File: src/pgpk_pkg.sv
package pgpk_pkg;

  typedef struct packed {
    logic [7:0] stream_byte;
    logic       last_byte;
  } in_item_t;

  typedef struct packed {
    logic [3:0]  byte_role;
    logic [3:0]  packet_kind;
    logic        packet_done;
    logic [2:0]  mpi_number;
    logic [31:0] key_field_value;
    logic [2:0]  error_code;
  } out_item_t;

  typedef enum logic [2:0] {
    PH_HEADER = 3'b001,
    PH_LENGTH = 3'b010,
    PH_BODY   = 3'b100
  } outer_phase_t;

  typedef enum logic [8:0] {
    KP_VERSION = 9'b000000001,
    KP_TIME    = 9'b000000010,
    KP_ALGO    = 9'b000000100,
    KP_MPILEN  = 9'b000001000,
    KP_MPIBODY = 9'b000010000,
    KP_S2K     = 9'b000100000,
    KP_CHECK   = 9'b001000000,
    KP_TAIL    = 9'b010000000,
    KP_SKIP    = 9'b100000000
  } key_phase_t;

  localparam logic [3:0] ROLE_HEADER   = 4'd0;
  localparam logic [3:0] ROLE_LENGTH   = 4'd1;
  localparam logic [3:0] ROLE_VERSION  = 4'd2;
  localparam logic [3:0] ROLE_TIME     = 4'd3;
  localparam logic [3:0] ROLE_ALGO     = 4'd4;
  localparam logic [3:0] ROLE_MPI_LEN  = 4'd5;
  localparam logic [3:0] ROLE_MPI_BODY = 4'd6;
  localparam logic [3:0] ROLE_S2K      = 4'd7;
  localparam logic [3:0] ROLE_CHECKSUM = 4'd8;
  localparam logic [3:0] ROLE_OTHER    = 4'd9;
  localparam logic [3:0] ROLE_SKIPPED  = 4'd10;
  localparam logic [3:0] ROLE_IGNORED  = 4'd11;

  localparam logic [2:0] ERR_NONE       = 3'd0;
  localparam logic [2:0] ERR_BIT7_CLEAR = 3'd1;
  localparam logic [2:0] ERR_NEW_FORMAT = 3'd2;
  localparam logic [2:0] ERR_LEN_TYPE   = 3'd3;
  localparam logic [2:0] ERR_NOT_V4     = 3'd4;
  localparam logic [2:0] ERR_MPI_OVERRUN = 3'd5;
  localparam logic [2:0] ERR_BAD_TRAILER = 3'd6;
  localparam logic [2:0] ERR_SHORT_KEY  = 3'd7;

  localparam logic [3:0] TAG_SECRET_KEY = 4'd5;
  localparam logic [3:0] TAG_PUBLIC_KEY = 4'd6;
  localparam logic [3:0] TAG_PUBLIC_SUB = 4'd14;

  localparam logic [7:0] KEY_VERSION = 8'd4;

  localparam logic [2:0] MPI_N = 3'd0;
  localparam logic [2:0] MPI_E = 3'd1;
  localparam logic [2:0] MPI_D = 3'd2;
  localparam logic [2:0] MPI_U = 3'd5;

endpackage

File: src/pgpk_in_reg.sv
module pgpk_in_reg (
  input  logic                clk,
  input  logic                rst,
  input  logic                byte_valid,
  output logic                byte_ready,
  input  pgpk_pkg::in_item_t  byte_data,
  output logic                item_valid,
  input  logic                item_take,
  output pgpk_pkg::in_item_t  item
);

  logic               valid;
  pgpk_pkg::in_item_t data;

  assign byte_ready = !valid || item_take;
  assign item_valid = valid;
  assign item       = data;

  always_ff @(posedge clk) begin
    if (rst) begin
      valid <= 1'b0;
    end else if (byte_ready) begin
      valid <= byte_valid;
    end
  end

  always_ff @(posedge clk) begin
    if (byte_valid && byte_ready) begin
      data <= byte_data;
    end
  end

endmodule

File: src/pgpk_core.sv
module pgpk_core (
  input  logic                clk,
  input  logic                rst,
  input  logic                step,
  input  pgpk_pkg::in_item_t  item,
  output pgpk_pkg::out_item_t result
);

  logic                   halted, halted_next;
  pgpk_pkg::outer_phase_t outer, outer_next;
  logic                   two_len, two_len_next;
  logic                   len_seen, len_seen_next;
  logic [3:0]             tag, tag_next;
  logic [15:0]            pbl, pbl_next;
  pgpk_pkg::key_phase_t   kp, kp_next;
  logic [1:0]             fbc, fbc_next;
  logic [2:0]             mi, mi_next;
  logic [12:0]            mbl, mbl_next;
  logic [31:0]            acc, acc_next;

  logic [7:0]  b;
  logic [15:0] rem;
  logic [15:0] len_val;
  logic [15:0] acc16;
  logic [16:0] sum17;
  logic [13:0] nbytes;
  logic        key_tag;
  logic        mpi_fin;

  assign b       = item.stream_byte;
  assign rem     = pbl - 16'd1;
  assign len_val = {pbl[7:0], b};
  assign acc16   = {acc[7:0], b};
  assign sum17   = {1'b0, acc16} + 17'd7;
  assign nbytes  = sum17[16:3];
  assign key_tag = (tag == pgpk_pkg::TAG_SECRET_KEY) || (tag == pgpk_pkg::TAG_PUBLIC_KEY) ||
                   (tag == pgpk_pkg::TAG_PUBLIC_SUB);

  always_comb begin
    halted_next   = halted;
    outer_next    = outer;
    two_len_next  = two_len;
    len_seen_next = len_seen;
    tag_next      = tag;
    pbl_next      = pbl;
    kp_next       = kp;
    fbc_next      = fbc;
    mi_next       = mi;
    mbl_next      = mbl;
    acc_next      = acc;
    mpi_fin       = 1'b0;

    result.byte_role       = pgpk_pkg::ROLE_IGNORED;
    result.packet_kind     = tag;
    result.packet_done     = 1'b0;
    result.mpi_number      = 3'd0;
    result.key_field_value = 32'd0;
    result.error_code      = pgpk_pkg::ERR_NONE;

    if (!halted) begin
      case (outer)
        pgpk_pkg::PH_HEADER: begin
          result.byte_role   = pgpk_pkg::ROLE_HEADER;
          tag_next           = b[5:2];
          result.packet_kind = b[5:2];
          if (!b[7]) begin
            result.error_code = pgpk_pkg::ERR_BIT7_CLEAR;
            halted_next       = 1'b1;
          end else if (b[6]) begin
            result.error_code = pgpk_pkg::ERR_NEW_FORMAT;
            halted_next       = 1'b1;
          end else if (b[1]) begin
            result.error_code = pgpk_pkg::ERR_LEN_TYPE;
            halted_next       = 1'b1;
          end else begin
            two_len_next  = b[0];
            len_seen_next = 1'b0;
            pbl_next      = 16'd0;
            outer_next    = pgpk_pkg::PH_LENGTH;
          end
        end
        pgpk_pkg::PH_LENGTH: begin
          result.byte_role = pgpk_pkg::ROLE_LENGTH;
          pbl_next         = len_val;
          if (two_len && !len_seen) begin
            len_seen_next = 1'b1;
          end else begin
            kp_next  = pgpk_pkg::KP_VERSION;
            fbc_next = 2'd0;
            mi_next  = 3'd0;
            mbl_next = 13'd0;
            acc_next = 32'd0;
            if (len_val == 16'd0) begin
              result.packet_done = 1'b1;
              outer_next         = pgpk_pkg::PH_HEADER;
              if (key_tag) begin
                result.error_code = pgpk_pkg::ERR_SHORT_KEY;
              end
            end else begin
              outer_next = pgpk_pkg::PH_BODY;
            end
          end
        end
        pgpk_pkg::PH_BODY: begin
          pbl_next = rem;
          if (rem == 16'd0) begin
            result.packet_done = 1'b1;
            outer_next         = pgpk_pkg::PH_HEADER;
          end
          if (!key_tag) begin
            result.byte_role = pgpk_pkg::ROLE_OTHER;
          end else begin
            case (kp)
              pgpk_pkg::KP_VERSION: begin
                result.byte_role = pgpk_pkg::ROLE_VERSION;
                if (b != pgpk_pkg::KEY_VERSION) begin
                  result.error_code = pgpk_pkg::ERR_NOT_V4;
                  kp_next           = pgpk_pkg::KP_SKIP;
                end else begin
                  kp_next  = pgpk_pkg::KP_TIME;
                  fbc_next = 2'd0;
                  acc_next = 32'd0;
                end
              end
              pgpk_pkg::KP_TIME: begin
                result.byte_role       = pgpk_pkg::ROLE_TIME;
                acc_next               = {acc[23:0], b};
                result.key_field_value = {acc[23:0], b};
                if (fbc == 2'd3) begin
                  kp_next = pgpk_pkg::KP_ALGO;
                end else begin
                  fbc_next = fbc + 2'd1;
                end
              end
              pgpk_pkg::KP_ALGO: begin
                result.byte_role = pgpk_pkg::ROLE_ALGO;
                mi_next          = pgpk_pkg::MPI_N;
                kp_next          = pgpk_pkg::KP_MPILEN;
                fbc_next         = 2'd0;
                acc_next         = 32'd0;
              end
              pgpk_pkg::KP_MPILEN: begin
                result.byte_role  = pgpk_pkg::ROLE_MPI_LEN;
                result.mpi_number = mi;
                if (fbc == 2'd0) begin
                  acc_next               = {24'd0, b};
                  fbc_next               = 2'd1;
                  result.key_field_value = {24'd0, b};
                end else begin
                  acc_next               = {16'd0, acc16};
                  result.key_field_value = {16'd0, acc16};
                  if ({2'd0, nbytes} > rem) begin
                    result.error_code = pgpk_pkg::ERR_MPI_OVERRUN;
                    kp_next           = pgpk_pkg::KP_SKIP;
                  end else if (nbytes == 14'd0) begin
                    mpi_fin = 1'b1;
                  end else begin
                    mbl_next = nbytes[12:0] - 13'd1;
                    kp_next  = pgpk_pkg::KP_MPIBODY;
                  end
                end
              end
              pgpk_pkg::KP_MPIBODY: begin
                result.byte_role       = pgpk_pkg::ROLE_MPI_BODY;
                result.mpi_number      = mi;
                result.key_field_value = acc;
                if (mbl == 13'd0) begin
                  mpi_fin = 1'b1;
                end else begin
                  mbl_next = mbl - 13'd1;
                end
              end
              pgpk_pkg::KP_S2K: begin
                result.byte_role = pgpk_pkg::ROLE_S2K;
                mi_next          = pgpk_pkg::MPI_D;
                kp_next          = pgpk_pkg::KP_MPILEN;
                fbc_next         = 2'd0;
                acc_next         = 32'd0;
              end
              pgpk_pkg::KP_CHECK: begin
                result.byte_role = pgpk_pkg::ROLE_CHECKSUM;
                if (fbc == 2'd0) begin
                  fbc_next = 2'd1;
                end else begin
                  kp_next = pgpk_pkg::KP_TAIL;
                end
              end
              pgpk_pkg::KP_TAIL: begin
                result.byte_role = pgpk_pkg::ROLE_OTHER;
              end
              default: begin
                result.byte_role = pgpk_pkg::ROLE_SKIPPED;
                kp_next          = pgpk_pkg::KP_SKIP;
              end
            endcase

            // end of one MPI: move to the next field
            if (mpi_fin) begin
              if (mi == pgpk_pkg::MPI_N) begin
                mi_next  = pgpk_pkg::MPI_E;
                kp_next  = pgpk_pkg::KP_MPILEN;
                fbc_next = 2'd0;
                acc_next = 32'd0;
              end else if (mi == pgpk_pkg::MPI_E) begin
                kp_next = (tag == pgpk_pkg::TAG_SECRET_KEY) ? pgpk_pkg::KP_S2K :
                                                              pgpk_pkg::KP_TAIL;
              end else if (mi < pgpk_pkg::MPI_U) begin
                mi_next  = mi + 3'd1;
                kp_next  = pgpk_pkg::KP_MPILEN;
                fbc_next = 2'd0;
                acc_next = 32'd0;
              end else if (rem != 16'd2) begin
                result.error_code = pgpk_pkg::ERR_BAD_TRAILER;
                kp_next           = pgpk_pkg::KP_SKIP;
              end else begin
                kp_next  = pgpk_pkg::KP_CHECK;
                fbc_next = 2'd0;
              end
            end

            if (result.packet_done && (result.error_code == pgpk_pkg::ERR_NONE) &&
                (kp_next != pgpk_pkg::KP_TAIL) && (kp_next != pgpk_pkg::KP_SKIP)) begin
              result.error_code = pgpk_pkg::ERR_SHORT_KEY;
            end
          end
        end
        default: begin
          outer_next = pgpk_pkg::PH_HEADER;
        end
      endcase
    end

    if (item.last_byte) begin
      halted_next   = 1'b0;
      outer_next    = pgpk_pkg::PH_HEADER;
      two_len_next  = 1'b0;
      len_seen_next = 1'b0;
      tag_next      = 4'd0;
      pbl_next      = 16'd0;
      kp_next       = pgpk_pkg::KP_VERSION;
      fbc_next      = 2'd0;
      mi_next       = 3'd0;
      mbl_next      = 13'd0;
      acc_next      = 32'd0;
    end
  end

  always_ff @(posedge clk) begin
    if (rst) begin
      halted   <= 1'b0;
      outer    <= pgpk_pkg::PH_HEADER;
      two_len  <= 1'b0;
      len_seen <= 1'b0;
      tag      <= 4'd0;
      pbl      <= 16'd0;
      kp       <= pgpk_pkg::KP_VERSION;
      fbc      <= 2'd0;
      mi       <= 3'd0;
      mbl      <= 13'd0;
      acc      <= 32'd0;
    end else if (step) begin
      halted   <= halted_next;
      outer    <= outer_next;
      two_len  <= two_len_next;
      len_seen <= len_seen_next;
      tag      <= tag_next;
      pbl      <= pbl_next;
      kp       <= kp_next;
      fbc      <= fbc_next;
      mi       <= mi_next;
      mbl      <= mbl_next;
      acc      <= acc_next;
    end
  end

  a_header_error_halts: assert property (@(posedge clk) disable iff (rst)
    step && !halted && !item.last_byte &&
    (result.error_code == pgpk_pkg::ERR_BIT7_CLEAR ||
     result.error_code == pgpk_pkg::ERR_NEW_FORMAT ||
     result.error_code == pgpk_pkg::ERR_LEN_TYPE) |=> halted)
    else $error("header error did not halt parser");

  a_last_resets: assert property (@(posedge clk) disable iff (rst)
    step && item.last_byte |=> !halted && outer == pgpk_pkg::PH_HEADER && pbl == 16'd0)
    else $error("state not cleared after last byte");

  a_done_role: assert property (@(posedge clk) disable iff (rst)
    step && result.packet_done |->
    result.byte_role != pgpk_pkg::ROLE_HEADER && result.byte_role != pgpk_pkg::ROLE_IGNORED)
    else $error("packet end on header or ignored byte");

  a_mpi_range: assert property (@(posedge clk) disable iff (rst)
    mi <= pgpk_pkg::MPI_U)
    else $error("mpi index out of range");

  a_mpi_number_role: assert property (@(posedge clk) disable iff (rst)
    step && result.mpi_number != 3'd0 |->
    result.byte_role == pgpk_pkg::ROLE_MPI_LEN || result.byte_role == pgpk_pkg::ROLE_MPI_BODY)
    else $error("mpi number on non-mpi byte");

endmodule

File: src/pgpk_out_reg.sv
module pgpk_out_reg (
  input  logic                 clk,
  input  logic                 rst,
  input  logic                 result_valid,
  output logic                 result_ready,
  input  pgpk_pkg::out_item_t  result,
  output logic                 label_valid,
  input  logic                 label_ready,
  output pgpk_pkg::out_item_t  label_data
);

  logic                valid;
  pgpk_pkg::out_item_t data;

  assign result_ready = !valid || label_ready;
  assign label_valid  = valid;
  assign label_data   = data;

  always_ff @(posedge clk) begin
    if (rst) begin
      valid <= 1'b0;
    end else if (result_ready) begin
      valid <= result_valid;
    end
  end

  always_ff @(posedge clk) begin
    if (result_valid && result_ready) begin
      data <= result;
    end
  end

endmodule

File: src/pgp_packet_key_parser_top.sv
// channel | signals                              | transfer when
// input   | byte_valid, byte_ready, byte_data    | byte_valid && byte_ready
// output  | label_valid, label_ready, label_data | label_valid && label_ready
//
// One byte per cycle sustained while the output is not stalled; a byte's label is presented
// after it passes one input register and then one result register around the labeling logic.
// rst is synchronous, active high, and returns the parser to expect-header.
// A stalled output holds its label; the input register keeps accepting while the
// result register is free or being drained in the same cycle.
module pgp_packet_key_parser_top (
  input  logic                 clk,
  input  logic                 rst,
  input  logic                 byte_valid,
  output logic                 byte_ready,
  input  pgpk_pkg::in_item_t   byte_data,
  output logic                 label_valid,
  input  logic                 label_ready,
  output pgpk_pkg::out_item_t  label_data
);

  logic                item_valid;
  logic                result_ready;
  logic                step;
  pgpk_pkg::in_item_t  item;
  pgpk_pkg::out_item_t result;

  assign step = item_valid && result_ready;

  pgpk_in_reg u_in_reg (
    .clk        (clk),
    .rst        (rst),
    .byte_valid (byte_valid),
    .byte_ready (byte_ready),
    .byte_data  (byte_data),
    .item_valid (item_valid),
    .item_take  (result_ready),
    .item       (item)
  );

  pgpk_core u_core (
    .clk    (clk),
    .rst    (rst),
    .step   (step),
    .item   (item),
    .result (result)
  );

  pgpk_out_reg u_out_reg (
    .clk          (clk),
    .rst          (rst),
    .result_valid (item_valid),
    .result_ready (result_ready),
    .result       (result),
    .label_valid  (label_valid),
    .label_ready  (label_ready),
    .label_data   (label_data)
  );

endmodule
File: config.mk
export PLATFORM = sky130hd
export DESIGN_NAME = pgp_packet_key_parser_top
export DESIGN_NICKNAME = d
export VERILOG_FILES = /design/src/pgpk_pkg.sv /design/src/pgpk_in_reg.sv /design/src/pgpk_core.sv /design/src/pgpk_out_reg.sv /design/src/pgp_packet_key_parser_top.sv
export SDC_FILE = /design/constraint.sdc
export NUM_CORES = 1
export LEC_CHECK = 0
export ABC_AREA = 1
export ABC_CLOCK_PERIOD_IN_PS = 3150
export BUFFER_PORTS_ARGS = -buffer_cell sky130_fd_sc_hd__buf_4
export CAP_MARGIN = 0
export CORE_MARGIN = 2
export CORE_UTILIZATION = 50
export DETAILED_ROUTE_END_ITERATION = 10
export PLACE_DENSITY_LB_ADDON = 0.3
export SLEW_MARGIN = 20
export SYNTH_ARGS = -nofsm -noshare
export SYNTH_HDL_FRONTEND = slang
export SYNTH_SLANG_ARGS = --single-unit
File: constraint.sdc
create_clock -name clk -period 3.15 [get_ports clk]
set_clock_uncertainty 0.15 [all_clocks]
set_input_delay 0.1575 -clock clk [delete_from_list [all_inputs] [get_ports clk]]
set_output_delay 0.1575 -clock clk [all_outputs]
set_load 0.05 [all_outputs]
Word level (Yosys, flattened, before mapping):

Cells that the tools add are included.

* $add $sub $neg: 6
* magnitude comparators: 2
* equality and inequality tests: 35
* muxes and demuxes: 146
* bitwise operators: 3
* reduce and logical (&&, ||, !) cells: 38

Operators by type and width (number)
* $mux 32: 9
* $mux 9: 18
* $pmux 32 s4: 1
* $mux 13: 8
* $mux 3: 34
* $mux 16: 6
* $pmux 32 s3: 1
* $pmux 32 s2: 1
* $pmux 9 s6: 1
* $pmux 13 s2: 2
* $pmux 16 s3: 1
* $mux 43: 1
* $mux 38: 1
* $mux 35: 1
* $logic_not 16->1: 2
* $pmux 4 s8: 1
* $mux 1: 30
* $mux 2: 13
* $sub 13x1->13 const B: 2
* $ne 4x4->1 const B: 5
* $pmux 3 s2: 3
* $pmux 3 s3: 2
* $pmux 9 s2: 1
* $add 16x3->17 const B: 1
* 51 further kinds: 85

* flip-flop bits (word level): 143
* output and inout bits: 49
* word-level logic and storage cells: 251

Logic depth before layout (Yosys ltp):

Gate-level depths: netlist of run 1.

* word-level depth: 21
* depth in mapped cells: 29
* gate-level depth less buffers: 29

By module:

A second synthesis of run 1 with hierarchy kept.

* cell total of the unflattened synthesis: 1171
* area, all modules: 8565.7 sq um

By module, submodules not included
* pgpk_core: instances 1, cells an instance 1101, area an instance 6781.5 sq um, sequential area each 1701.6 sq um
* pgpk_out_reg: instances 1, cells an instance 53, area an instance 1458.9 sq um, sequential area each 1431.4 sq um
* pgpk_in_reg: instances 1, cells an instance 15, area an instance 317.8 sq um, sequential area each 290.3 sq um
* pgp_packet_key_parser_top: instances 1, cells an instance 2, area an instance 7.5 sq um, sequential area each 0.0 sq um

Worst setup path after synthesis of run 1:

OpenSTA, ideal clock, no wires.

* path type: flip-flop to flip-flop
* from: reg u_core.pbl[1]
* to: reg u_out_reg.data, in the netlist u_out_reg.label_data[0], data pin
* arrival: 2.687 ns
* data required time: 2.744 ns
* path slack: 0.058 ns
* cell stages (with the launch flop): 26
* path buffers: 0
* path through: dfxtp_1 > inv_1 > ha_1 > nand3_2 > nor2_4 > nand3_1 > xnor2_1 > inv_1 > ha_1 > nand2_1 > inv_1 > nand3_1 > nor2_1 > nand4_1 > nand2_2 > nand2_2 > nand2_4 > nor2_2 > nand2_1 > nand2_1 > nor2_2 > nand3_2 > nand2_2 > nand2_1 > nand2_1 > nand2_1

* cells in the longest elaborated chain, start to end: 20
* elaborated cells on any way between the ends: 47

RTL lines
* start, declared: RTL line pgpk_core.sv:14 `logic [15:0] pbl, pbl_next;`
* start signal, assigned: RTL line pgpk_core.sv:267 `pbl <= pbl_next;`
* $sub 16x1->16: RTL line pgpk_core.sv:31 `assign rem = pbl - 16'd1;`
* $gt 14x16->1: RTL line pgpk_core.sv:152 `if ({2'd0, nbytes} > rem) begin`
* $mux 3: RTL line pgpk_core.sv:152
* $mux 3: RTL line pgpk_core.sv:145 `if (fbc == 2'd0) begin`
* $pmux 3 s2: RTL line pgpk_core.sv:113 `case (kp)`
* $mux 3: RTL line pgpk_core.sv:212 `end else if (rem != 16'd2) begin`
* $mux 3: RTL line pgpk_core.sv:207 `end else if (mi < pgpk_pkg::MPI_U) begin`
* $mux 3: RTL line pgpk_core.sv:204 `end else if (mi == pgpk_pkg::MPI_E) begin`
* (+3 left out)
* $mux 3: RTL line pgpk_core.sv:61 `case (outer)`
* $mux 3: RTL line pgpk_core.sv:60 `if (!halted) begin`
* $logic_not 3->1: RTL line pgpk_core.sv:221 `if (result.packet_done && (result.error_code == pgpk_pkg::ERR_NONE) &&`
* $logic_and 1x1->1 (2 in series): RTL line pgpk_core.sv:221
* $logic_and 1x1->1: RTL line pgpk_core.sv:222 `(kp_next != pgpk_pkg::KP_TAIL) && (kp_next != pgpk_pkg::KP_SKIP)) begin`
* $mux 3: RTL line pgpk_core.sv:221
* $mux 38: RTL line pgpk_core.sv:110 `if (!key_tag) begin`
* $pmux 3 s3 *: RTL line pgpk_core.sv:61
* end signal, assigned: RTL line pgpk_out_reg.sv:29 `data <= result;`
* end, declared: RTL line pgpk_out_reg.sv:13 `pgpk_pkg::out_item_t data;`

Mark *: on every way between the ends. The rest lies on a longest branch, timed or not. The select of a mux whose other input is x is not followed.
A chain may end at the register's enable or synchronous reset.

Final worst setup path of run 1:

* from: reg u_core.pbl[1]
* to: reg u_out_reg.data, in the netlist u_out_reg.label_data[2], data pin

The elaborated chain is that of the path after synthesis.

==> impl_metrics.py, run 1 <==
metrics = {
    "clock_tree": {
        "cts_inserted_buffers": 17,
        "numClockSinks": 143,
        "clock_path_buffers": 2,
        "clock-root-buffer": "sky130_fd_sc_hd__clkbuf_16",
        "htreeDepth": 4,
        "cts_tree": "done",
        "worst_path_clk_slew_ps": 70,
        "insertion_delay_ps": 440,
    },
    "timing": {
        "finalHoldViolCount": 0,
        "fin_crit_sh_pct": 107,
        "tightestPinTransition_ps": 1020,
        "worst_slew_margin_rel_pct": 32.3,
        "maxClockFrequency_mhz": 295,
        "timing.final.ws_setup_ps": -236,
        "tns_ps": -2250,
        "grt_setup_unrepaired": "true",
        "report.final.setup_viol": 37,
        "maxSlewViolCount": 0,
        "final.min_clock_period_ps": 3390,
    },
    "synthesis": {
        "dominant_combinational_cell_family_by_area_after_synthesis": "simple AND/OR/NAND/NOR gates",
        "synthesized_netlist_cell_count": 1191,
        "synth_xor_xnor_area_share_pct": 2.28,
        "synth-edff-count": 56,
        "mappedNetlistNets": 1224,
        "post_synth_instance_area_um2": 8400,
        "yosysTopAreaCell": "sky130_fd_sc_hd__dfxtp_1",
        "yosysMostFrequentCell": "sky130_fd_sc_hd__nand2_1",
        "post_synth_mux_area_share_pct": 0,
        "synth_compound_area_share_pct": 16.4,
        "seq_area_frac_synth_pct": 40.8,
        "synth_async_sr_flop_share_pct": 0,
        "synthFlopType": "sky130_fd_sc_hd__dfxtp_1",
        "yosys_warnings": 0,
        "top_cells_by_area_in_the_synthesized_netlist": "sky130_fd_sc_hd__dfxtp_1 21%, sky130_fd_sc_hd__edfxtp_1 20%, sky130_fd_sc_hd__nand2_1 14%, sky130_fd_sc_hd__a21oi_1 9.7%, sky130_fd_sc_hd__nor2_1 6.1%",
        "netlist_top_cells_count": "311 x sky130_fd_sc_hd__nand2_1, 163 x sky130_fd_sc_hd__a21oi_1, 136 x sky130_fd_sc_hd__nor2_1",
        "yosys.area_share.simple_pct": 28.5,
        "yosys_reg_bits": 143,
        "synth.distinct_cells": 49,
        "post_synth_fa_ha_maj_area_fraction_pct": 2.98,
        "synth_top_area_share_pct": 20.7,
        "syn_avg_cell_area_um2": 7.05,
    },
    "pwr": {
        "powerDensity_nw_per_um2": 453,
        "p_total_mw": 4.92,
        "peakVddDrop_v": 0.000388,
        "leakagePower_nw": 4.41,
    },
    "grt": {
        "globalRoute.totalOverflow": 0,
        "grt_start_max_net_pins": 48,
        "grt_first_pass_wirelength_um": 37500,
        "grt_use_total_pct": 26.2,
        "first_global_vias": 7817,
        "grt_antenna_before_repair": 0,
    },
    "place": {
        "placed_area_um2": 9560,
        "port_buffers": 61,
        "dp_hpwl_um": 16300,
        "place_inst": 1507,
        "place_congestion": 0.924,
    },
    "routing": {
        "detail_route.wl_per_cell_um": 15.5,
        "router_iterations_before_antenna_repair": 6,
        "remaining_drc_errors": 0,
        "totalWireLength_um": 24400,
        "vias": 8729,
        "ant_nets": 0,
        "detailedRoute.firstIterationViolations": 915,
        "route.detailed.vias_per_inst": 5.55,
    },
    "worst_setup_path": {
        "critical_path_class": "reg2reg",
        "worstPathRequired_ps": 3310,
        "end_kind": "flip-flop",
        "worst_path_max_delay_cell": "sky130_fd_sc_hd__dfxtp_2",
        "critical-path-top-delay-family": "simple AND/OR/NAND/NOR gates",
        "crit_buf_inv": 7,
        "worst-endpoint-arrival_ps": 3540,
        "critPathLaunchType": "flip-flop",
        "cpMostUsedCell": "sky130_fd_sc_hd__nand2_1",
        "crit_path_max_fanout": 4,
        "crit_path_max_incr_delay_ps": 340,
    },
    "die": {
        "floorplan.core_area_um2": 16500,
        "num_io_pins": 62,
        "die_w_um": 134,
        "placementRows": 47,
        "design.die.area_um2": 17800,
        "die_height_um": 134,
        "floorplan.initialDensity_pct": 50.8,
    },
    "hold_path": {
        "worst_hold_path_type": "in2reg",
    },
    "cells_and_area": {
        "final_layout_size_suffix_gt1_share_pct": 24.1,
        "instances_no_fill": 1574,
        "end_of_flow_core_utilization_pct": 65.8,
        "relative_area_change_from_synthesis_to_final_layout_pct": 29.5,
        "layout.cell_area.non_filler_um2": 10900,
        "finalNetCount": 1374,
        "antenna_cells_inserted": 0,
    },
    "run_status": {
        "run_status": "complete, but fails checks",
        "violations_in_the_final_reports": "setup timing",
    },
    "run": {
        "drv.max_cap_violation_count": 0,
    },
}
[cells by family (layout without fill, tap and decap cells)]
kind of cell | after synthesis | in the layout
simple gates | 562 | 562
compound gates | 254 | 254
buf+inv | 191 | 354
flops | 143 | 143
xor+xnor | 21 | 21
fa+ha+maj | 20 | 20
[worst paths after layout]
kind / startpoint / end / slack [ps] / cells after the start
setup / recovery: u_core.pbl[1]$_SDFFE_PP0P_ / u_out_reg.label_data[2]$_SDFFCE_PP0P_ / -240 / 25
hold / removal: byte_data[4] / u_in_reg.item[4]$_DFFE_PP_ / 290 / 2
hold reg to reg: u_core.tag[2]$_SDFFE_PP0P_ / u_core.tag[2]$_SDFFE_PP0P_ / 330 / 2
setup reg to reg: u_core.pbl[1]$_SDFFE_PP0P_ / u_out_reg.label_data[2]$_SDFFCE_PP0P_ / -240 / 25
[metal layers]
metal | up-vias | global-route usage (%) | wire, µm
li1 | 4223 | - | -
met1 | 4031 | 33.9 | 10300
met2 | 383 | 43.1 | 11400
met3 | 92 | 5.21 | 1690
met4 | 0 | 11.1 | 1020
met5 | - | 0 | 0
[power breakdown]
part / total [mW] / switching, mW / leakage (nW) / internal, mW
combinational: 0.842 / 0.519 / 2.92 / 0.323
clock: 2.07 / 0.865 / 0.271 / 1.20
sequential: 2.02 / 0.0289 / 1.22 / 1.99
total: 4.92 / 1.41 / 4.41 / 3.51
[worst reg2reg max path: stages, from the launching register on]
cell	delay (ps)
sky130_fd_sc_hd__dfxtp_2	340
sky130_fd_sc_hd__inv_4	80
sky130_fd_sc_hd__ha_4	170
sky130_fd_sc_hd__nand3_4	90
sky130_fd_sc_hd__nor2_4	130
sky130_fd_sc_hd__nand3_2	90
sky130_fd_sc_hd__xnor2_2	150
sky130_fd_sc_hd__inv_1	80
sky130_fd_sc_hd__ha_1	290
sky130_fd_sc_hd__nand2_1	70
sky130_fd_sc_hd__inv_2	70
sky130_fd_sc_hd__nand3_4	90
sky130_fd_sc_hd__nor2_4	140
sky130_fd_sc_hd__nand4_1	200
sky130_fd_sc_hd__buf_4	200
sky130_fd_sc_hd__buf_4	130
sky130_fd_sc_hd__nand3_1	80
sky130_fd_sc_hd__nand2_1	60
sky130_fd_sc_hd__inv_1	60
sky130_fd_sc_hd__nand2_2	60
sky130_fd_sc_hd__buf_4	130
sky130_fd_sc_hd__nor2_1	120
sky130_fd_sc_hd__nand2_2	90
sky130_fd_sc_hd__nand2_1	60
sky130_fd_sc_hd__nand2_1	50
sky130_fd_sc_hd__nand2_1	70
[flip-flops by register name, indices dropped and copies added (netlist names)]
name and flops:
u_core.tag 4, u_core.halted 1, u_core.mi 3, u_in_reg.item 9, u_core.fbc 2, u_core.acc 32
u_core.len_seen 1, u_core.outer 3, u_out_reg.label_valid 1, u_core.two_len 1, u_core.mbl 13, u_core.pbl 16
u_out_reg.label_data 47, u_in_reg.item_valid 1, u_core.kp 9
[cell usage in the layout, fill, tap and decap left out, drive strengths merged, types with 16 or more instances in the layout]
master,n
dfxtp,87
nand4,16
a21oi,164
xor2,16
inv,147
buf,163
edfxtp,56
nor2,145
nor3,16
nand2,326
o22ai,16
o21ai,48
clkbuf,19
ha,20
nand3,50
[cell type report]
type,instances,area (µm²)
Timing Repair Buffer,177,1400
Clock buffer,19,443
Inverter,145,553
Multi-Input combinational cell,857,4630
Tap cell,220,275
Sequential cell,143,3430
Clock inverter,13,151
Fill cell,1325,5650
[per-stage QoR]
stage | setup WS (ps) | hold slack [ps]
2_1_floorplan | 57.5 | 106
3_3_place_gp | -54.6 | 187
3_5_place_dp | -117 | 188
4_1_cts | -90.0 | 279
5_1_grt | -430 | 314
6_report | -236 | 291
[repair_timing]
action	CTS	global route
buffers inserted	8	13
hold endpoints to repair	21	0
gates resized for setup	30	69
cloned	0	2
pin swaps	19	29
endpoints found under the setup margin	11	54
hold buffers	14	0
Power figures use the tool's default switching activity.
==> run 2, diff against run 1 <==
- BUFFER_PORTS_ARGS: -buffer_cell sky130_fd_sc_hd__buf_4 -> default
- DONT_BUFFER_PORTS: default -> 1
==> run 2 against run 1 <==
The run still ends with setup timing left. Sequential power is 6% higher. Clock power barely moved. Maximum frequency up 3.4%. Die area unchanged. Register-to-register slack better by 110 ps. Wire length down 0.71%. Non-clock buffer count shrank 57. Critical path depth shrank 2. Worst setup slack better by 110 ps.
==> impl_metrics.py, run 2 (synthesis gave the netlist of run 1 again) <==
metrics = {
    "cells_and_area": {
        "final_common_cell": "sky130_fd_sc_hd__nand2_1",
        "instances_no_fill": 1517,
        "area_of_combinational_cells_with_multiple_inputs_um2": 4580,
        "fill_cells": 1375,
        "end_of_flow_core_utilization_pct": 63.3,
        "relative_area_change_from_synthesis_to_final_layout_pct": 24.7,
        "final_layout_size_suffix_gt1_share_pct": 20.4,
        "register_area_um2": 3430,
        "layout.cells.most_common_list": "303 x sky130_fd_sc_hd__nand2_1, 148 x sky130_fd_sc_hd__a21oi_1, 123 x sky130_fd_sc_hd__nor2_1",
        "layout.cell_area.non_filler_um2": 10500,
        "largest_reg_flops": 47,
        "antenna_cells_inserted": 0,
        "finalNetCount": 1317,
    },
    "pwr": {
        "peakVddDrop_v": 0.000426,
        "pwr-share-clk_pct": 42.6,
        "leakagePower_nw": 4.21,
        "combPwrFrac_pct": 13.5,
        "share_seq_of_total_power_pct": 43.9,
        "powerDensity_nw_per_um2": 465,
        "cellInternalPower_mw": 3.46,
        "power_switching_mw": 1.41,
        "power_switching_share_pct": 28.9,
        "p_total_mw": 4.87,
    },
    "die": {
        "floorplan.initialDensity_pct": 50.8,
        "num_io_pins": 62,
        "die_height_um": 134,
        "floorplan.core_area_um2": 16500,
        "design.die.area_um2": 17800,
        "die_w_um": 134,
        "placementRows": 47,
    },
    "run_status": {
        "violations_in_the_final_reports": "setup timing",
        "run_status": "complete, but fails checks",
    },
    "worst_setup_path": {
        "worst-r2r-setup-slack_ps": -120,
        "critPathLaunchType": "flip-flop",
        "critPathLaunch": "u_in_reg.item[3]$_DFFE_PP_",
        "critPathCapture": "u_out_reg.label_data[0]$_SDFFCE_PP0P_",
        "r2r_cells": 23,
        "reg2reg_from": "u_in_reg.item[3]$_DFFE_PP_",
        "worstReg2RegEnd": "u_out_reg.label_data[0]$_SDFFCE_PP0P_",
        "worst-endpoint-arrival_ps": 3310,
        "critical_path_class": "reg2reg",
        "worstPathRequired_ps": 3190,
        "end_kind": "flip-flop",
        "crit_path_max_fanout": 5,
    },
    "clock_tree": {
        "insertion_delay_ps": 430,
        "worst_path_clk_slew_ps": 70,
        "numClockSinks": 143,
        "clock-root-buffer": "sky130_fd_sc_hd__clkbuf_16",
        "cts_tree": "done",
        "htreeDepth": 4,
        "cts_inserted_buffers": 17,
        "clock_path_buffers": 2,
    },
    "grt": {
        "grt_first_pass_wirelength_um": 38300,
        "grt_start_max_net_pins": 73,
        "globalRouteMet2Util_pct": 43.4,
        "use_met1_pct": 34.9,
        "globalRoute.totalOverflow": 0,
        "first_global_vias": 7679,
        "globalRouteMet3Util_pct": 4.91,
        "globalRoute.busiestLayer": "met2",
        "grt_use_total_pct": 26.8,
        "grt_antenna_before_repair": 0,
    },
    "routing": {
        "remaining_drc_errors": 0,
        "route.detailed.vias_per_inst": 5.56,
        "vias": 8435,
        "router_iterations_before_antenna_repair": 6,
        "ant_nets": 0,
        "totalWireLength_um": 24200,
        "detail_route.wl_per_cell_um": 16.0,
        "detailedRoute.firstIterationViolations": 738,
    },
    "place": {
        "pre_cts_ws_ps": -173,
        "place_inst": 1446,
        "placed_area_um2": 9110,
        "dp_hpwl_um": 16000,
        "port_buffers": 0,
        "place_congestion": 0.929,
    },
    "timing": {
        "final.min_clock_period_ps": 3270,
        "timing.final.ws_setup_ps": -124,
        "grt_setup_unrepaired": "true",
        "fin_crit_sh_pct": 104,
        "maxClockFrequency_mhz": 305,
        "whs_ps": 201,
        "worst_slew_margin_rel_pct": 32.8,
        "report.final.setup_viol": 7,
        "finalHoldViolCount": 0,
        "maxSlewViolCount": 0,
        "tns_ps": -573,
        "tightestPinTransition_ps": 1010,
    },
    "hold_path": {
        "worst_hold_path_type": "in2reg",
    },
    "run": {
        "drv.max_cap_violation_count": 0,
    },
}
[run 2: changes by cell type in the layout (fill, tap and decap cells not counted), sizes merged]
cell         before  now
inv             147  150
clkinv            3    7
dlygate4sd3      14   12
buf             163  106
clkinvlp          6    1
[run 2: final cells by class]
type,instances,area share [%]
Inverter,145,5.26
Timing Repair Buffer,120,9.89
Clock inverter,15,1.65
Tap cell,220,2.63
Sequential cell,143,32.7
Multi-Input combinational cell,857,43.8
Clock buffer,17,4.06
[run 2: repair_timing]
action / CTS / global route
gates cloned: 0 / 2
endpoints found under the hold margin: 84 / 0
endpoints found under the setup margin: 36 / 57
hold buffers: 13 / 0
setup buffers: 19 / 5
pin swaps: 26 / 22
gates resized for setup: 42 / 43
[run 2: per-layer routing]
layer	routed length (µm)	up-vias	part of all wire, %
li1	-	4104	-
met1	10300	3899	43
met2	11500	359	48
met3	1460	73	6.0
met4	953	0	3.9
met5	0	-	0
[run 2: worst max-delay path, stage by stage (launching register included)]
cell                       delay (ps)
sky130_fd_sc_hd__edfxtp_1         400
sky130_fd_sc_hd__nor2_2           170
sky130_fd_sc_hd__a21oi_4          110
sky130_fd_sc_hd__buf_6            150
sky130_fd_sc_hd__nand3_1          100
sky130_fd_sc_hd__nand2_1           90
sky130_fd_sc_hd__nand2_2           80
sky130_fd_sc_hd__inv_2             50
sky130_fd_sc_hd__ha_4             270
sky130_fd_sc_hd__nand4_1          160
sky130_fd_sc_hd__o221ai_2         220
sky130_fd_sc_hd__nand3_2          120
sky130_fd_sc_hd__nand3_4          120
sky130_fd_sc_hd__nand2_2           80
sky130_fd_sc_hd__nand2_2           90
sky130_fd_sc_hd__nand2_4           80
sky130_fd_sc_hd__nand3b_1         100
sky130_fd_sc_hd__nand2_1           80
sky130_fd_sc_hd__nor2_2           100
sky130_fd_sc_hd__nand3_2           80
sky130_fd_sc_hd__nand2_2           80
sky130_fd_sc_hd__nand2_1           60
sky130_fd_sc_hd__nand2_1           60
sky130_fd_sc_hd__nand2_1           50
[run 2: worst min-delay path by stage]
stage / start / endpoint / slack, ps / cells after the start
finish: byte_data[0] / u_in_reg.item[0]$_DFFE_PP_ / 200 / 1
global route: byte_data[5] / u_in_reg.item[5]$_DFFE_PP_ / 210 / 1
CTS: byte_data[0] / u_in_reg.item[0]$_DFFE_PP_ / 190 / 1
detailed placement: rst / u_core.acc[31]$_SDFFE_PP0P_ / 90 / 1
global placement: rst / u_core.mi[2]$_SDFFE_PP0P_ / 90 / 1
floorplan: byte_data[0] / u_in_reg.item[0]$_DFFE_PP_ / 110 / 0
[run 2: power by group through the flow]
stage | combinational, mW | sequential, mW | clock [mW]
finish | 0.656 | 2.14 | 2.07
global route | 0.707 | 2.14 | 2.18
CTS | 0.601 | 2.14 | 2.09
detailed placement | 0.497 | 2.18 | 0
global placement | 0.490 | 2.18 | 0
floorplan | 0.327 | 2.17 | 0
==> run 3, diff against run 2 <==
- RECOVER_POWER: default -> 25
- SKIP_LAST_GASP: default -> 1
==> run 3 against run 2 <==
The flow still finishes with violations (setup timing). Sequential share of layout area increased by 0.13 points. Total power is essentially flat. Worst hold slack barely moved. Wire length decreased by 0.35%. Critical endpoint unchanged. Largest power group unchanged. Highest routed layer unchanged.
==> impl_metrics.py, run 3 (synthesis gave the netlist of run 1 again) <==
metrics = {
    "routing": {
        "routed-wl-met3_um": 1440,
        "route.detailed.vias_per_inst": 5.54,
        "totalWireLength_um": 24100,
        "wl_met2_um": 11600,
        "drt_met1_wl_um": 10200,
        "ant_nets": 0,
        "router_iterations_before_antenna_repair": 7,
        "vias": 8406,
        "detail_route.wl_per_cell_um": 15.9,
        "remaining_drc_errors": 0,
        "detailedRoute.firstIterationViolations": 718,
        "top_signal_layer_used": "met4",
    },
    "pwr": {
        "leakagePower_nw": 4.21,
        "powerDensity_nw_per_um2": 467,
        "peakVddDrop_v": 0.000428,
    },
    "place": {
        "placed_area_um2": 9110,
        "port_buffers": 0,
        "dp_hpwl_um": 16000,
        "place_congestion": 0.929,
        "place_inst": 1446,
    },
    "cells_and_area": {
        "instances_no_fill": 1517,
        "fill_cells": 1377,
        "finalNetCount": 1317,
        "final_common_cell": "sky130_fd_sc_hd__nand2_1",
        "final_layout_size_suffix_gt1_share_pct": 19.6,
        "layout.cells.most_common_list": "303 x sky130_fd_sc_hd__nand2_1, 159 x sky130_fd_sc_hd__a21oi_1, 123 x sky130_fd_sc_hd__nor2_1",
        "layout.cell_area.non_filler_um2": 10400,
        "relative_area_change_from_synthesis_to_final_layout_pct": 24.2,
        "largest_reg_flops": 47,
        "antenna_cells_inserted": 0,
    },
    "worst_setup_path": {
        "end_kind": "flip-flop",
        "critical-path-top-delay-family": "simple AND/OR/NAND/NOR gates",
        "worst-r2r-setup-slack_ps": -120,
        "worst_path_max_delay_cell": "sky130_fd_sc_hd__edfxtp_1",
        "worstPathRequired_ps": 3190,
        "crit_path_max_fanout": 5,
        "cp_cell_sequence": "nor2_2 -> a21oi_4 -> buf_6 -> nand3_1 -> nand2_1 -> nand2_2 -> inv_2 -> ha_4 -> nand4_1 -> o221ai_2 -> nand3_2 -> nand3_4 -> nand2_2 -> nand2_2 -> nand2_4 -> nand3b_1 -> nand2_1 -> nor2_2 -> nand3_2 -> nand2_2 -> nand2_1 -> nand2_1 -> nand2_1",
        "cpMostUsedCell": "sky130_fd_sc_hd__nand2_1",
        "reg2reg_from": "u_in_reg.item[3]$_DFFE_PP_",
        "worst-endpoint-arrival_ps": 3310,
        "critPathLaunchType": "flip-flop",
        "crit_path_max_incr_delay_ps": 400,
        "critical_path_class": "reg2reg",
        "critPathLaunch": "u_in_reg.item[3]$_DFFE_PP_",
        "crit_buf_inv": 2,
    },
    "clock_tree": {
        "clock-root-buffer": "sky130_fd_sc_hd__clkbuf_16",
        "cts_inserted_buffers": 17,
        "worst_path_clk_slew_ps": 70,
        "numClockSinks": 143,
        "clock_path_buffers": 2,
        "insertion_delay_ps": 430,
        "cts_tree": "done",
        "htreeDepth": 4,
    },
    "grt": {
        "grt_first_pass_wirelength_um": 38300,
        "globalRoute.totalOverflow": 0,
        "grt_use_total_pct": 26.8,
        "grt_start_max_net_pins": 73,
        "grt_antenna_before_repair": 0,
        "first_global_vias": 7679,
    },
    "timing": {
        "worst_slew_margin_rel_pct": 32.7,
        "finalHoldViolCount": 0,
        "maxSlewViolCount": 0,
        "whs_ps": 201,
        "final.min_clock_period_ps": 3270,
        "report.final.setup_viol": 7,
        "tightestPinTransition_ps": 1010,
        "grt_setup_unrepaired": "true",
        "timing.final.ws_setup_ps": -120,
        "maxClockFrequency_mhz": 306,
        "tns_ps": -570,
        "fin_crit_sh_pct": 104,
    },
    "die": {
        "floorplan.initialDensity_pct": 50.8,
        "placementRows": 47,
        "floorplan.core_area_um2": 16500,
        "die_height_um": 134,
        "num_io_pins": 62,
        "die_w_um": 134,
        "design.die.area_um2": 17800,
    },
    "run": {
        "drv.max_cap_violation_count": 0,
    },
    "run_status": {
        "run_status": "complete, but fails checks",
        "violations_in_the_final_reports": "setup timing",
    },
    "hold_path": {
        "hold_start": "byte_data[0]",
        "worst_hold_path_type": "in2reg",
    },
}
==> run 3: metal layers <==
metal / vias to the layer above / GRT usage, %
met5: - / 0
met2: 351 / 43.4
met1: 3885 / 34.9
met4: 0 / 12.5
met3: 67 / 4.91
li1: 4103 / -
==> run 3: cell type report <==
class / count / area [µm²] / share of cell area (%)
clock buffers: 17 / 425 / 4.08
multi-input cells: 857 / 4540 / 43.6
well taps: 220 / 275 / 2.64
inverters: 145 / 551 / 5.28
clock inverters: 15 / 173 / 1.66
repair buffers: 120 / 1030 / 9.92
flip-flops and latches: 143 / 3430 / 32.9
==> run 3: path summary, 6_finish.rpt <==
kind	cells past startpoint	endpoint
worst min register to register	2	u_core.tag[2]$_SDFFE_PP0P_
worst max-delay path	23	u_out_reg.label_data[0]$_SDFFCE_PP0P_
worst min-delay path	1	u_in_reg.item[0]$_DFFE_PP_
worst max register to register	23	u_out_reg.label_data[0]$_SDFFCE_PP0P_
==> run 3: power breakdown <==
group,internal [mW],total [mW],switching (mW)
registers,1.99,2.14,0.147
logic,0.272,0.653,0.381
clock network,1.19,2.07,0.879
total,3.46,4.86,1.41
==> run 3: stage by stage <==
| stage | setup WS (ps) | total power [mW] | util (%) |
|---|---|---|---|
| after floorplan | 57.5 | 2.50 | - |
| final | -120 | 4.86 | 63.1 |
| after CTS | -13.2 | 4.83 | 61.6 |
| after global placement | -68.0 | 2.66 | 55.2 |
| after global routing | -299 | 5.03 | 63.1 |
| after detailed placement | -173 | 2.67 | 55.2 |
==> run 3: worst reg2reg max path: stages, from the launching register on <==
cell                       delay, ps
sky130_fd_sc_hd__edfxtp_1        400
sky130_fd_sc_hd__nor2_2          170
sky130_fd_sc_hd__a21oi_4         110
sky130_fd_sc_hd__buf_6           150
sky130_fd_sc_hd__nand3_1         100
sky130_fd_sc_hd__nand2_1          90
sky130_fd_sc_hd__nand2_2          80
sky130_fd_sc_hd__inv_2            50
sky130_fd_sc_hd__ha_4            270
sky130_fd_sc_hd__nand4_1         160
sky130_fd_sc_hd__o221ai_2        220
sky130_fd_sc_hd__nand3_2         130
sky130_fd_sc_hd__nand3_4         110
sky130_fd_sc_hd__nand2_2          80
sky130_fd_sc_hd__nand2_2          90
sky130_fd_sc_hd__nand2_4          80
sky130_fd_sc_hd__nand3b_1        100
sky130_fd_sc_hd__nand2_1          80
sky130_fd_sc_hd__nor2_2          100
sky130_fd_sc_hd__nand3_2          80
sky130_fd_sc_hd__nand2_2          80
sky130_fd_sc_hd__nand2_1          60
sky130_fd_sc_hd__nand2_1          60
sky130_fd_sc_hd__nand2_1          40
==> run 3: what timing repair did <==
| item | in CTS | in global routing |
|---|---|---|
| pin swaps | 26 | 22 |
| cloned | 0 | 2 |
| setup endpoints to repair | 36 | 57 |
| setup buffers | 19 | 5 |
| hold endpoints to repair | 84 | 0 |
| hold buffers | 13 | 0 |
| resized for setup | 42 | 32 |
